<file path="config.mk">
export PLATFORM = sky130hd
export DESIGN_NAME = awb_otp_gain_calc_unit
export DESIGN_NICKNAME = d
export VERILOG_FILES = /design/src/hw/rtl/awb_pkg.sv /design/src/hw/rtl/awb_divider.sv /design/src/hw/rtl/awb_front.sv /design/src/hw/rtl/awb_back.sv /design/src/hw/rtl/awb_otp_gain_calc_unit.sv
export SDC_FILE = /design/constraint.sdc
export NUM_CORES = 1
export LEC_CHECK = 0
export BUFFER_PORTS_ARGS = -buffer_cell sky130_fd_sc_hd__buf_4
export CAP_MARGIN = 20
export CELL_PAD_IN_SITES_DETAIL_PLACEMENT = 1
export CELL_PAD_IN_SITES_GLOBAL_PLACEMENT = 2
export CORE_ASPECT_RATIO = 1.5
export CORE_UTILIZATION = 35
export DETAILED_ROUTE_END_ITERATION = 8
export PLACE_DENSITY = 0.72
export SYNTH_ARGS = -nofsm -noshare
export SYNTH_HDL_FRONTEND = slang
export SYNTH_SLANG_ARGS = --single-unit
</file>
<file path="constraint.sdc">
create_clock -name clock -period 4.55 [get_ports clock]
set_input_delay 0.2275 -clock clock [delete_from_list [all_inputs] [get_ports clock]]
set_output_delay 0.2275 -clock clock [all_outputs]
set_load 0.05 [all_outputs]
</file>
<file path="src/hw/rtl/awb_pkg.sv">
// Shared types and constants of the white balance gain calculation unit.
package awb_pkg;
   localparam logic [1:0] STATUS_OK   = 2'd0;
   localparam logic [1:0] STATUS_ZERO = 2'd1;
   localparam logic [1:0] STATUS_RND  = 2'd2;
   localparam logic [15:0] UNITY_GAIN  = 16'h0100;
   localparam logic [15:0] UNITY_RATIO = 16'd512;
   localparam logic [15:0] MAX16       = 16'hFFFF;

   // Work item between front and back: operands of the division sequence.
   typedef struct packed {
      logic [1:0]  status;
      logic [15:0] golden_red;
      logic [15:0] golden_blue;
      logic [15:0] meas_red;
      logic [15:0] meas_blue;
   } item_type;

   // Result item.
   typedef struct packed {
      logic [1:0]  status;
      logic [15:0] red_gain;
      logic [15:0] green_gain;
      logic [15:0] blue_gain;
   } result_type;
endpackage

</file>
<file path="src/hw/rtl/awb_divider.sv">
// Iterative restoring divider, one quotient bit a cycle, saturated 16-bit quotient.
module awb_divider (
   input  logic        clock,
   input  logic        reset,
   input  logic        start,
   input  logic [27:0] dividend,
   input  logic [16:0] divisor,
   output logic        done,
   output logic [15:0] quotient
);
   import awb_pkg::*;

   logic [4:0]  count_ff, count_in;
   logic        busy_ff, busy_in;
   logic        done_ff, done_in;
   logic [27:0] quo_ff, quo_in;
   logic [27:0] rem_ff, rem_in;
   logic [16:0] div_ff, div_in;
   logic [28:0] trial;
   logic [27:0] shifted;

   // Shift one dividend bit into the partial remainder and try a subtract.
   always_comb begin
      shifted = {rem_ff[26:0], quo_ff[27]};
      trial   = {1'b0, shifted} - {12'd0, div_ff};
      count_in = count_ff;
      busy_in  = busy_ff;
      done_in  = 1'b0;
      quo_in   = quo_ff;
      rem_in   = rem_ff;
      div_in   = div_ff;
      if (start) begin
         busy_in  = 1'b1;
         count_in = 5'd0;
         quo_in   = dividend;
         rem_in   = 28'd0;
         div_in   = divisor;
      end else if (busy_ff) begin
         if (trial[28]) begin
            rem_in = shifted;
            quo_in = {quo_ff[26:0], 1'b0};
         end else begin
            rem_in = trial[27:0];
            quo_in = {quo_ff[26:0], 1'b1};
         end
         count_in = count_ff + 5'd1;
         if (count_ff == 5'd27) begin
            busy_in = 1'b0;
            done_in = 1'b1;
         end
      end
   end

   always_ff @(posedge clock) begin
      if (reset) begin
         busy_ff  <= 1'b0;
         done_ff  <= 1'b0;
         count_ff <= 5'd0;
      end else begin
         busy_ff  <= busy_in;
         done_ff  <= done_in;
         count_ff <= count_in;
      end
      quo_ff <= quo_in;
      rem_ff <= rem_in;
      div_ff <= div_in;
   end

   assign done     = done_ff;
   assign quotient = (quo_ff[27:16] != 12'd0) ? MAX16 : quo_ff[15:0];
endmodule

</file>
<file path="src/hw/rtl/awb_front.sv">
// Front end: accept a transaction, latch goldens, flag zero operands, queue it.
module awb_front (
   input  logic                clock,
   input  logic                reset,
   input  logic                csr_valid,
   output logic                csr_ready,
   input  logic [0:0]          csr_index,
   input  logic [15:0]         csr_data,
   input  logic                req_tvalid,
   output logic                req_tready,
   input  logic [31:0]         req_tdata,
   output logic                q_valid,
   input  logic                q_pop,
   output awb_pkg::item_type   q_item
);
   import awb_pkg::*;

   localparam int unsigned Depth = 2;

   logic [15:0] golden_red_ff, golden_blue_ff;
   item_type    entry_ff [Depth];
   logic        wptr_ff, rptr_ff;
   logic [1:0]  fill_ff;
   item_type    new_item;
   logic        push;

   assign csr_ready  = 1'b1;
   assign req_tready = (fill_ff != 2'd2);
   assign push       = req_tvalid && req_tready;

   // Classify the incoming transaction.
   always_comb begin
      new_item.golden_red  = golden_red_ff;
      new_item.golden_blue = golden_blue_ff;
      new_item.meas_red    = req_tdata[15:0];
      new_item.meas_blue   = req_tdata[31:16];
      new_item.status      = (req_tdata[15:0] == 16'd0 || req_tdata[31:16] == 16'd0
                              || golden_red_ff == 16'd0 || golden_blue_ff == 16'd0)
                             ? STATUS_ZERO : STATUS_OK;
   end

   always_ff @(posedge clock) begin
      if (reset) begin
         golden_red_ff  <= 16'd0;
         golden_blue_ff <= 16'd0;
         wptr_ff        <= 1'b0;
         rptr_ff        <= 1'b0;
         fill_ff        <= 2'd0;
      end else begin
         if (csr_valid) begin
            if (csr_index == 1'b0) golden_red_ff  <= csr_data;
            else                   golden_blue_ff <= csr_data;
         end
         if (push)  wptr_ff <= ~wptr_ff;
         if (q_pop) rptr_ff <= ~rptr_ff;
         fill_ff <= fill_ff + {1'b0, push} - {1'b0, q_pop};
      end
      if (push) entry_ff[wptr_ff] <= new_item;
   end

   assign q_valid = (fill_ff != 2'd0);
   assign q_item  = entry_ff[rptr_ff];
endmodule

</file>
<file path="src/hw/rtl/awb_back.sv">
// Back end: sequence the divisions on one shared divider and select the gains.
module awb_back (
   input  logic                 clock,
   input  logic                 reset,
   input  logic                 q_valid,
   output logic                 q_pop,
   input  awb_pkg::item_type    q_item,
   output logic                 res_valid,
   input  logic                 res_ready,
   output awb_pkg::result_type  res_data
);
   import awb_pkg::*;

   typedef enum logic [2:0] {
      ST_IDLE, ST_RATIO_R, ST_RATIO_B, ST_DIV_G, ST_DIV_H, ST_DIV_X, ST_DIV_Y, ST_OUT
   } state_type;

   state_type   state_ff;
   item_type    item_ff;
   logic [15:0] r_ff, b_ff, sr_ff, red_ff, green_ff, blue_ff;
   logic [1:0]  status_ff;
   logic        wait_ff;
   logic        div_start, div_done;
   logic [27:0] div_dividend;
   logic [16:0] div_divisor;
   logic [15:0] div_q;
   logic        red_leads;

   awb_divider u_div (
      .clock    (clock),
      .reset    (reset),
      .start    (div_start),
      .dividend (div_dividend),
      .divisor  (div_divisor),
      .done     (div_done),
      .quotient (div_q)
   );

   assign q_pop = (state_ff == ST_IDLE) && q_valid;

   // Choose divider operands per step.
   always_comb begin
      div_dividend = 28'd0;
      div_divisor  = 17'd1;
      unique case (state_ff)
         ST_RATIO_R: begin
            div_dividend = {2'd0, item_ff.golden_red, 10'd0} + {12'd0, item_ff.meas_red};
            div_divisor  = {item_ff.meas_red, 1'b0};
         end
         ST_RATIO_B: begin
            div_dividend = {2'd0, item_ff.golden_blue, 10'd0} + {12'd0, item_ff.meas_blue};
            div_divisor  = {item_ff.meas_blue, 1'b0};
         end
         ST_DIV_G: begin
            // 131072/r for the first comparison step
            div_dividend = 28'd131072;
            div_divisor  = {1'b0, r_ff};
         end
         ST_DIV_H: begin
            // 131072/b for the second comparison step
            div_dividend = 28'd131072;
            div_divisor  = {1'b0, b_ff};
         end
         ST_DIV_X: begin
            div_dividend = 28'd131072;
            div_divisor  = {1'b0, (red_leads ? r_ff : b_ff)};
         end
         ST_DIV_Y: begin
            div_dividend = red_leads ? {4'd0, b_ff, 8'd0} : {4'd0, r_ff, 8'd0};
            div_divisor  = {1'b0, (red_leads ? r_ff : b_ff)};
         end
         default: ;
      endcase
   end

   assign div_start = !wait_ff && (state_ff == ST_RATIO_R || state_ff == ST_RATIO_B
                      || state_ff == ST_DIV_G || state_ff == ST_DIV_H
                      || state_ff == ST_DIV_X || state_ff == ST_DIV_Y);

   // r >= 512 means blue leads; b >= 512 means red leads; else compare.
   always_comb begin
      priority if (!r_ff[15] && r_ff < UNITY_RATIO && b_ff >= UNITY_RATIO)
         red_leads = 1'b1;
      else if (r_ff >= UNITY_RATIO)
         red_leads = 1'b0;
      else
         red_leads = (sr_ff >= green_ff);
   end

   always_ff @(posedge clock) begin
      if (reset) begin
         state_ff <= ST_IDLE;
         wait_ff  <= 1'b0;
      end else begin
         unique case (state_ff)
            ST_IDLE: if (q_valid) begin
               item_ff   <= q_item;
               status_ff <= q_item.status;
               red_ff    <= 16'd0;
               green_ff  <= 16'd0;
               blue_ff   <= 16'd0;
               state_ff  <= (q_item.status == STATUS_OK) ? ST_RATIO_R : ST_OUT;
            end
            ST_RATIO_R: begin
               if (div_start) wait_ff <= 1'b1;
               else if (div_done) begin
                  wait_ff <= 1'b0;
                  r_ff <= div_q;
                  state_ff <= ST_RATIO_B;
               end
            end
            ST_RATIO_B: begin
               if (div_start) wait_ff <= 1'b1;
               else if (div_done) begin
                  wait_ff <= 1'b0;
                  b_ff <= div_q;
                  if (r_ff == 16'd0 || div_q == 16'd0) begin
                     status_ff <= STATUS_RND;
                     state_ff  <= ST_OUT;
                  end else if (r_ff >= UNITY_RATIO && div_q >= UNITY_RATIO) begin
                     red_ff   <= {1'b0, r_ff[15:1]};
                     green_ff <= UNITY_GAIN;
                     blue_ff  <= {1'b0, div_q[15:1]};
                     state_ff <= ST_OUT;
                  end else if (r_ff < UNITY_RATIO && div_q < UNITY_RATIO) begin
                     state_ff <= ST_DIV_G;
                  end else begin
                     state_ff <= ST_DIV_X;
                  end
               end
            end
            ST_DIV_G: begin
               // sr holds 131072/r
               if (div_start) wait_ff <= 1'b1;
               else if (div_done) begin
                  wait_ff  <= 1'b0;
                  sr_ff    <= div_q;
                  state_ff <= ST_DIV_H;
               end
            end
            ST_DIV_H: begin
               // green temporarily holds 131072/b for the comparison
               if (div_start) wait_ff <= 1'b1;
               else if (div_done) begin
                  wait_ff  <= 1'b0;
                  green_ff <= div_q;
                  state_ff <= ST_DIV_X;
               end
            end
            ST_DIV_X: begin
               if (div_start) wait_ff <= 1'b1;
               else if (div_done) begin
                  wait_ff  <= 1'b0;
                  green_ff <= div_q;
                  state_ff <= ST_DIV_Y;
               end
            end
            ST_DIV_Y: begin
               if (div_start) wait_ff <= 1'b1;
               else if (div_done) begin
                  wait_ff <= 1'b0;
                  if (red_leads) begin
                     red_ff  <= UNITY_GAIN;
                     blue_ff <= div_q;
                  end else begin
                     red_ff  <= div_q;
                     blue_ff <= UNITY_GAIN;
                  end
                  state_ff <= ST_OUT;
               end
            end
            ST_OUT: if (res_ready) state_ff <= ST_IDLE;
            default: state_ff <= ST_IDLE;
         endcase
      end
   end

   assign res_valid           = (state_ff == ST_OUT);
   assign res_data.status     = status_ff;
   assign res_data.red_gain   = red_ff;
   assign res_data.green_gain = green_ff;
   assign res_data.blue_gain  = blue_ff;
endmodule

</file>
<file path="src/hw/rtl/awb_otp_gain_calc_unit.sv">
// Top level of the white balance gain calculation unit.
// Each division on the shared bit-serial divider runs a start, 28 quotient bits and
// a result. An item with a zero operand runs no division; otherwise it runs two ratio
// divisions, plus two more when exactly one ratio is below unity and four more when
// both are, unless a ratio rounds to zero. The back end takes a new item only after
// the last result has been taken; a two-entry queue lets the next transaction
// be accepted while one is being computed or waits at the output.
module awb_otp_gain_calc_unit (
   input  logic        clock,
   input  logic        reset,
   input  logic        csr_valid,
   output logic        csr_ready,
   input  logic [0:0]  csr_index,
   input  logic [15:0] csr_data,
   input  logic        req_tvalid,
   output logic        req_tready,
   input  logic [31:0] req_tdata,   // measured_red_ratio, measured_blue_ratio
   output logic        rsp_tvalid,
   input  logic        rsp_tready,
   output logic [55:0] rsp_tdata    // status, red_gain, green_gain, blue_gain, pad
);
   import awb_pkg::*;

   item_type   q_item;
   result_type res;
   logic       q_valid, q_pop;

   awb_front u_front (
      .clock(clock), .reset(reset),
      .csr_valid(csr_valid), .csr_ready(csr_ready),
      .csr_index(csr_index), .csr_data(csr_data),
      .req_tvalid(req_tvalid), .req_tready(req_tready), .req_tdata(req_tdata),
      .q_valid(q_valid), .q_pop(q_pop), .q_item(q_item)
   );

   awb_back u_back (
      .clock(clock), .reset(reset),
      .q_valid(q_valid), .q_pop(q_pop), .q_item(q_item),
      .res_valid(rsp_tvalid), .res_ready(rsp_tready), .res_data(res)
   );

   // Pack result fields, first field lowest.
   assign rsp_tdata = {6'd0, res.blue_gain, res.green_gain, res.red_gain, res.status};
endmodule

</file>
# Word-level counts from Yosys, hierarchy flattened
# Memory sizes are Yosys's and may differ from the RTL's. A register that Yosys moved wholly into a read port is not among the register bits.
# Cells that the tools add are included.
[totals]
n_memories = 1
regBits = 281
mem_bits_rw = 130
output_inout_bits = 59
[op_classes]
muxes = 70
n_bitwise = 6
order_cmp = 6
add_sub_neg = 6
n_eq_ne = 28
reduce_logical = 50
[mem_list]
columns = ["name", "depth", "word_bits", "rd", "rd_clocked_by_memory_dff", "wr", "line_no", "source"]
rows = [
  ["u_front.entry_ff", 2, 65, 1, 1, 1, "awb_front.sv:21", "item_type entry_ff [Depth];"],
]
[op_table]
columns = ["op", "count"]
rows = [
  ["2-to-1 mux 16 bit", 23],
  ["case mux 16 bit (3 select lines)", 3],
  ["case mux 28 bit (4 select lines)", 1],
  ["logical NOT 16 bit", 6],
  ["case mux 17 bit (5 select lines)", 1],
  ["2-to-1 mux 28 bit", 2],
  ["adder 26 x 16 -> 27 bit", 2],
  ["2-to-1 mux 3 bit", 18],
  ["greater-or-equal comparator 16 x 10 -> 1 bit, second input constant", 3],
  ["inequality test 2 bit, second input constant", 17],
  ["< comparator 16 x 10 -> 1 bit, second input constant", 2],
  ["subtractor 28 x 17 -> 29 bit", 1],
  ["2-to-1 mux 27 bit", 1],
  ["2-to-1 mux 24 bit", 1],
  ["case mux 3 bit (8 select lines)", 1],
  ["AND reduction 9 bit", 2],
  ["greater-or-equal comparator 16 bit", 1],
  ["2-to-1 mux 1 bit", 14],
  ["AND reduction 14 bit", 1],
  ["== test 3 bit, second input constant", 4],
  ["AND reduction 4 bit", 3],
  ["nonzero test 12 bit", 1],
  ["logical OR 1 bit", 9],
  ["2-to-1 mux 2 bit", 4],
  ["21 further kinds", 45],
]

# Logic depth before layout (Yosys ltp)
# Gate-level depths: netlist of run 1.
[logic_depth]
depth_word = 10
depth_mapped = 13
mapped_depth_nobuf = 11

# By module
# Synthesis of run 1 repeated with hierarchy kept, for this count alone.
[unflattened]
cells_unflattened = 1532
hier_area_um2 = 19084.6
[by_module_without_submodules]
columns = ["mod", "area_each_um2", "cells_per_inst", "n_inst"]
rows = [
  ["awb_back", 8284.2, 683, 1],
  ["awb_front", 6236.0, 394, 1],
  ["awb_divider", 4515.6, 448, 1],
  ["awb_otp_gain_calc_unit", 48.8, 7, 1],
]

# Worst setup path after synthesis of run 1
# Ideal clock, no wire load.
[synth_timing]
path_type = "flip-flop to flip-flop"
startpoint = "register u_back.state_ff[2]"
endpoint = "register u_back.item_ff[0] (netlist bit), enable pin"
t_arrival_ns = 3.702
path_buffers = 0
setup_time_ns = 0.487
required_time_ns = 4.063
period_less_slack_ns = 4.189
path_slack_ns = 0.361
stages_incl_launch_ff = 4
cell_sequence = "dfxtp_1 -> nor3_1 -> o21ai_0 -> nor2_1"
[synth_via]
elab_chain_cells = 2
[synth_lines]
columns = ["item", "line_no", "source"]
rows = [
  ["from (decl)", "awb_back.sv:18", "state_type state_ff;"],
  ["from (signal assigned)", "awb_back.sv:102", "state_ff <= (q_item.status == STATUS_OK) ? ST_RATIO_R : ST_OUT;"],
  ["logical NOT 3 bit", "awb_back.sv:95", "unique case (state_ff)"],
  ["AND reduction 3 bit (no line)", "n/a", ""],
  ["to (signal assigned)", "awb_back.sv:97", "item_ff <= q_item;"],
  ["to (decl)", "awb_back.sv:19", "item_type item_ff;"],
]
# No other way between the ends.
# A chain may end at the register's enable or synchronous reset.

# Worst setup path after layout of run 1
[layout_timing]
startpoint = "register u_back.green_ff[15]"
endpoint = "register u_back.red_ff[3] (data pin)"
[layout_via]
elab_chain_cells = 7
[layout_lines]
columns = ["item", "line_no", "source"]
rows = [
  ["from (decl)", "awb_back.sv:20", "logic [15:0] r_ff, b_ff, sr_ff, red_ff, green_ff, blue_ff;"],
  ["from (signal assigned)", "awb_back.sv:146", "green_ff <= div_q;"],
  ["from (signal assigned)", "awb_back.sv:154", "green_ff <= div_q;"],
  ["greater-or-equal comparator 16 bit", "awb_back.sv:87", "red_leads = (sr_ff >= green_ff);"],
  ["2-to-1 mux 1 bit", "awb_back.sv:84", "else if (r_ff >= UNITY_RATIO)"],
  ["2-to-1 mux 1 bit", "awb_back.sv:82", "priority if (!r_ff[15] && r_ff < UNITY_RATIO && b_ff >= UNITY_RATIO)"],
  ["2-to-1 mux 16 bit", "awb_back.sv:162", "if (red_leads) begin"],
  ["2-to-1 mux 16 bit", "awb_back.sv:160", "else if (div_done) begin"],
  ["2-to-1 mux 16 bit", "awb_back.sv:159", "if (div_start) wait_ff <= 1'b1;"],
  ["case mux 16 bit (3 select lines)", "awb_back.sv:95", ""],
  ["to (signal assigned)", "awb_back.sv:121", "red_ff <= {1'b0, r_ff[15:1]};"],
  ["to (signal assigned)", "awb_back.sv:166", "red_ff <= div_q;"],
  ["to (decl)", "awb_back.sv:20", ""],
]
# No other way between the ends. The select of a mux whose other input is x is not followed.

==> impl_metrics.ini, run 1 <==
[synthesis]
async_flop_share_pct = 0
synth_seq_cells = 412
ys_types = 83
synth_top_family_by_area = compound AO/OA/AOI/OAI gates
synthSimpleGateAreaFrac_pct = 10.9
syn_avg_cell_area_um2 = 12.3
yosysWarningCount = 0
synth_xor_area_share_pct = 2.51
synth.cell_area_mm2 = 0.0185
postSynthCellCount = 1501
synth_compound_area_share_pct = 11.3
synth_seq_area_share_pct = 62.9
yosys.area_share.adder_pct = 3.57
synthMuxAreaShare_pct = 5.47
synthFlopType = edfxtp_1
synth_edf_count = 337

[placed_design]
pre_cts_slack_ns = 1.24
place.port_buffers = 105
dp_hpwl_um = 37700
gp_congestion = 0.863
numPlacedInstances = 2243
placed_cell_area_mm2 = 0.0201

[global_route]
grt_max_degree = 65
antenna_found_initial = 0
grt_remaining_overflow = 0
grt_pass1_wl_um = 79600
grtUsageTotal_pct = 19.4
grt_pass1_vias = 13400

[sta]
fmax_mhz = 297
rsz0062_at_grt = no
clock_skew_ns = 0.0249
worstMarginPinSlew_ns = 1.07
fin_crit_sh_pct = 74.0
fin_ws_ns = 1.18
hold_slack_ns = 0.0843
period_minus_slack_ns = 3.37
drv_slew = 0
fin_setup_tns_ns = 0
setup_viol = 0
hold_violations = 0
relSlewSlack_pct = 28.6

[worst_setup_path]
required_ns = 4.84
worstSetupPathType = flip-flop to flip-flop
path_max_fanout = 24
cp-end-kind = flip-flop
critical_path_arrival_ns = 3.66
worstSetupStartpointType = flip-flop

[drt]
via_count = 12600
wl_per_cell_um = 21.9
drt_first_iter_violations = 649
drtPass1Iterations = 5
totalWireLength_um = 51900
vias_per_cell = 5.31
drt.antenna.violating_nets = 0
drcViolationCount = 0

[clock_tree]
htree_levels = 2
clock_sinks = 412
cts_tree = yes
insertion_delay_ns = 0.58
cts_buffers = 43
clockBufferDepth = 3
clkSlewWorstSetupHoldPaths_ns = 0.07
holdBufCountCts = 48
cts_setup_buffers = 0
root_buffer = clkbuf_16
ctsResizeCount = 0

[min_path]
hold_class = input pin to flip-flop

[pwr]
irDropWorstVdd_uv = 384
finalPower_mw = 15.5
leakagePower_nw = 7.92
powerDensity_mw_per_mm2 = 702

[job]
drv_cap = 0

[layout]
final_cell_mix = 337 x edfxtp_1, 156 x nand2_1, 135 x buf_4
nets = 1765
nFillCells = 5455
multiInputGateArea_mm2 = 0.00631
fin_util_pct = 42.4
final-seq-area_mm2 = 0.0116
final_common_cell = edfxtp_1
drive_above_1_share_pct = 18.1
diodes = 0
finalNonFillerCells = 2371
syn_to_final_growth_pct = 19.2
final_cell_area_mm2 = 0.0220

[floorplanning]
start_util_pct = 35.6
dieArea_mm2 = 0.0538
core_area_mm2 = 0.0519
die_x_um = 190
num_rows = 102
io_pins = 113
fp.dieH_um = 283

[outcome]
status = complete, no violations
sequential cells by signal (all words and copies together), names as in the netlist, 2 cells and up, named ones only:
| register | cells |
|---|---|
| u_back.status_ff | 2 |
| u_back.u_div.quo_ff | 28 |
| u_back.b_ff | 16 |
| u_front.golden_blue_ff | 16 |
| u_front.golden_red_ff | 16 |
| u_back.item_ff | 64 |
| u_back.u_div.rem_ff | 27 |
| u_back.sr_ff | 16 |
| u_front.entry_ff | 130 |
| u_back.u_div.count_ff | 5 |
| u_back.r_ff | 16 |
| u_back.red_ff | 16 |
| u_front.fill_ff | 2 |
| u_back.blue_ff | 16 |
| u_back.green_ff | 16 |
| u_back.u_div.div_ff | 17 |
| u_back.state_ff | 3 |
Yosys cell counts, types with 20 or more instances:
master / count / area [um^2]
a21oi_1: 108 / 541
a221oi_1: 21 / 184
clkbuf_1: 50 / 188
dfxtp_1: 75 / 1500
edfxtp_1: 337 / 10100
ha_1: 48 / 601
inv_1: 66 / 248
mux2_2: 72 / 811
mux2i_1: 20 / 200
nand2_1: 156 / 586
nor2_1: 128 / 480
nor4_1: 30 / 188
o21ai_0: 63 / 315
xnor2_1: 27 / 236
xor2_1: 26 / 228
critical path, stage by stage (launching register included):
cell and delay (ns):
edfxtp_1 0.35, inv_1 0.05, ha_1 0.30, nand2_1 0.10
nor4_1 0.62, nand3_1 0.24, a21oi_2 0.18, buf_4 0.35
nand2b_1 0.67, o21ai_0 0.21
cells by family (layout without fill, tap and decap cells):
family / count (synthesis) / after routing
AND/OR/NAND/NOR: 427 / 427
flip-flops: 412 / 412
AO/OA/AOI/OAI: 322 / 322
buffers and inverters: 142 / 331
multiplexers: 92 / 92
XOR/XNOR: 53 / 53
adder cells (fa/ha/maj): 51 / 51
other: 2 / 7
where the power goes:
group	switching, mW	total (mW)	internal, mW
clock	1.56	3.75	2.19
sequential	0.582	5.96	5.37
combinational	3.69	5.75	2.07
total	5.83	15.5	9.63
area by class of cell:
cell class                      count  share of cell area (%)
Clock buffer                       50                    5.09
Clock inverter                     30                    1.72
Inverter                           68                    1.16
Multi-Input combinational cell    952                    28.7
Sequential cell                   412                    52.8
Tap cell                          676                    3.84
Timing Repair Buffer              183                    6.78
final timing paths:
| check | start | endpoint | slack (ns) | cells past startpoint |
|---|---|---|---|---|
| worst min register to register | u_front.golden_red_ff[5]$_SDFFE_PP0P_ | u_front.golden_red_ff[5]$_SDFFE_PP0P_ | 0.49 | 2 |
| worst max-delay path | u_back.green_ff[15]$_DFFE_PP_ | u_back.red_ff[3]$_DFFE_PP_ | 1.18 | 9 |
| worst min-delay path | csr_index | u_front.golden_red_ff[9]$_SDFFE_PP0P_ | 0.08 | 4 |
| worst max register to register | u_back.green_ff[15]$_DFFE_PP_ | u_back.red_ff[3]$_DFFE_PP_ | 1.18 | 9 |
routing by layer:
| metal | vias to the layer above | global-route usage, % | part of all wire (%) |
|---|---|---|---|
| met5 | - | 0 | 0 |
| met4 | 0 | 7.78 | 3.5 |
| met3 | 93 | 2.24 | 3.0 |
| met2 | 262 | 36.4 | 55 |
| met1 | 6359 | 21.9 | 39 |
| li1 | 5881 | - | - |
Note: power is estimated with default switching activity, not from simulation.
==> inputs of run 2 (changes only) <==
Clock period 4.55 ns to 3.1 ns, I/O delays scaled along.
==> impl_metrics.ini, run 2 (same netlist as run 1, synthesis figures left out) <==
[floorplanning]
dieArea_mm2 = 0.0538
core_area_mm2 = 0.0519
io_pins = 113
die_x_um = 190
num_rows = 102
fp.dieH_um = 283
start_util_pct = 35.6

[global_route]
grt_remaining_overflow = 0
grt_max_degree = 65
top_usage_layer = met2
grt_pass1_vias = 13200
antenna_found_initial = 0
grt_pass1_wl_um = 78700
grtUsageMet1_pct = 21.6
grtUsageMet2_pct = 36.4
met3_usage_pct = 2.41
grtUsageTotal_pct = 19.1

[worst_setup_path]
worstReg2RegStart = u_back.item_ff[10]$_DFFE_PP_
critical_path_arrival_ns = 3.24
cp-end-kind = flip-flop
required_ns = 3.41
worstSetupStartpointType = flip-flop
path_max_fanout = 7
worstSetupPathType = flip-flop to flip-flop
crit_start = u_back.item_ff[10]$_DFFE_PP_

[sta]
drv_slew = 0
fin_setup_tns_ns = 0
fmax_mhz = 341
hold_violations = 0
worstMarginPinSlew_ns = 1.02
setup_viol = 0
relSlewSlack_pct = 31.2
fin_crit_sh_pct = 94.5
rsz0062_at_grt = no
period_minus_slack_ns = 2.93
clock_skew_ns = 0.0204

[min_path]
min-delay-start = csr_index
hold_class = input pin to flip-flop

[pwr]
powerDensity_mw_per_mm2 = 1000
irDropWorstVdd_uv = 505
leakagePower_nw = 7.94

[clock_tree]
clockBufferDepth = 3
clock_sinks = 412
clkSlewWorstSetupHoldPaths_ns = 0.07
cts_tree = yes
insertion_delay_ns = 0.56
cts_buffers = 42
htree_levels = 2
root_buffer = clkbuf_16
cts_setup_buffers = 0

[drt]
drtPass1Iterations = 5
via_count = 12500
totalWireLength_um = 50900
vias_per_cell = 5.22
wl_per_cell_um = 21.4
drt_first_iter_violations = 666
drt.antenna.violating_nets = 0
drcViolationCount = 0

[layout]
final_cell_area_mm2 = 0.0220
nets = 1780
diodes = 0
largest_reg_flops = 130
final_cell_mix = 337 x edfxtp_1, 156 x nand2_1, 146 x buf_4
final_common_cell = edfxtp_1
top_register = u_front.entry_ff
drive_above_1_share_pct = 18.6
syn_to_final_growth_pct = 19.1
reg_top3 = u_front.entry_ff x130, u_back.item_ff x64, u_back.u_div.quo_ff x28

[placed_design]
dp_hpwl_um = 37300
placed_cell_area_mm2 = 0.0202
gp_congestion = 0.872
place.port_buffers = 105

[job]
drv_cap = 0

[outcome]
status = complete, no violations
run 2: path summary, 6_finish.rpt:
path | end | slack [ns] | depth (start not counted)
worst max-delay path | u_back.u_div.quo_ff[20]$_DFFE_PP_ | 0.17 | 10
worst min-delay path | u_front.golden_red_ff[10]$_SDFFE_PP0P_ | 0.03 | 4
worst max register to register | u_back.u_div.quo_ff[20]$_DFFE_PP_ | 0.17 | 10
worst min register to register | u_front.golden_red_ff[15]$_SDFFE_PP0P_ | 0.49 | 2
run 2: worst max-delay path, stage by stage, from the launching register on:
cell,delay [ns]
edfxtp_1,0.40
ha_1,0.25
fa_1,0.41
a21o_1,0.18
a21oi_1,0.22
nor2b_1,0.10
o311a_1,0.39
and3b_1,0.20
o21ai_1,0.13
o221ai_1,0.11
mux2_2,0.28
run 2: layer usage:
metal | part of all wire (%) | wire, um | vias up
li1 | - | - | 5910
met1 | 39 | 20000 | 6230
met2 | 55 | 27900 | 233
met3 | 3.2 | 1630 | 78
met4 | 2.9 | 1450 | 0
met5 | 0 | 0 | -
run 2: stage by stage:
stage                     power (mW)  worst slack (ns)  cells  utilization [%]  hold WS (ns)
after floorplan                 14.7            0.0258   1506                -         0.254
after global placement          17.2             0.202   2259             39.0         0.351
after detailed placement        17.4             0.176   2259             39.0         0.354
after CTS                       22.4             0.172   2384             42.4       0.00501
after global routing            23.4            0.0324   2384             42.4        0.0476
final                           22.1             0.169   2384             42.4        0.0259
run 2: final cells by class:
class                   instances  area (um^2)
repair buffers                199         1680
flip-flops and latches        412        11600
fillers                      5444        29900
clock inverters                21          166
multi-input cells             952         6310
inverters                      68          255
well taps                     676          846
clock buffers                  56         1140
run 2: timing repair:
action                     4_1_cts  5_1_grt
setup endpoints to repair        0        1
gates resized for setup          0        1
hold endpoints to repair        96        0
hold buffers                    48        0
run 2: report_power, final:
group | switching, mW | internal, mW
Clock | 2.19 | 2.63
Sequential | 0.795 | 7.88
Combinational | 5.48 | 3.12
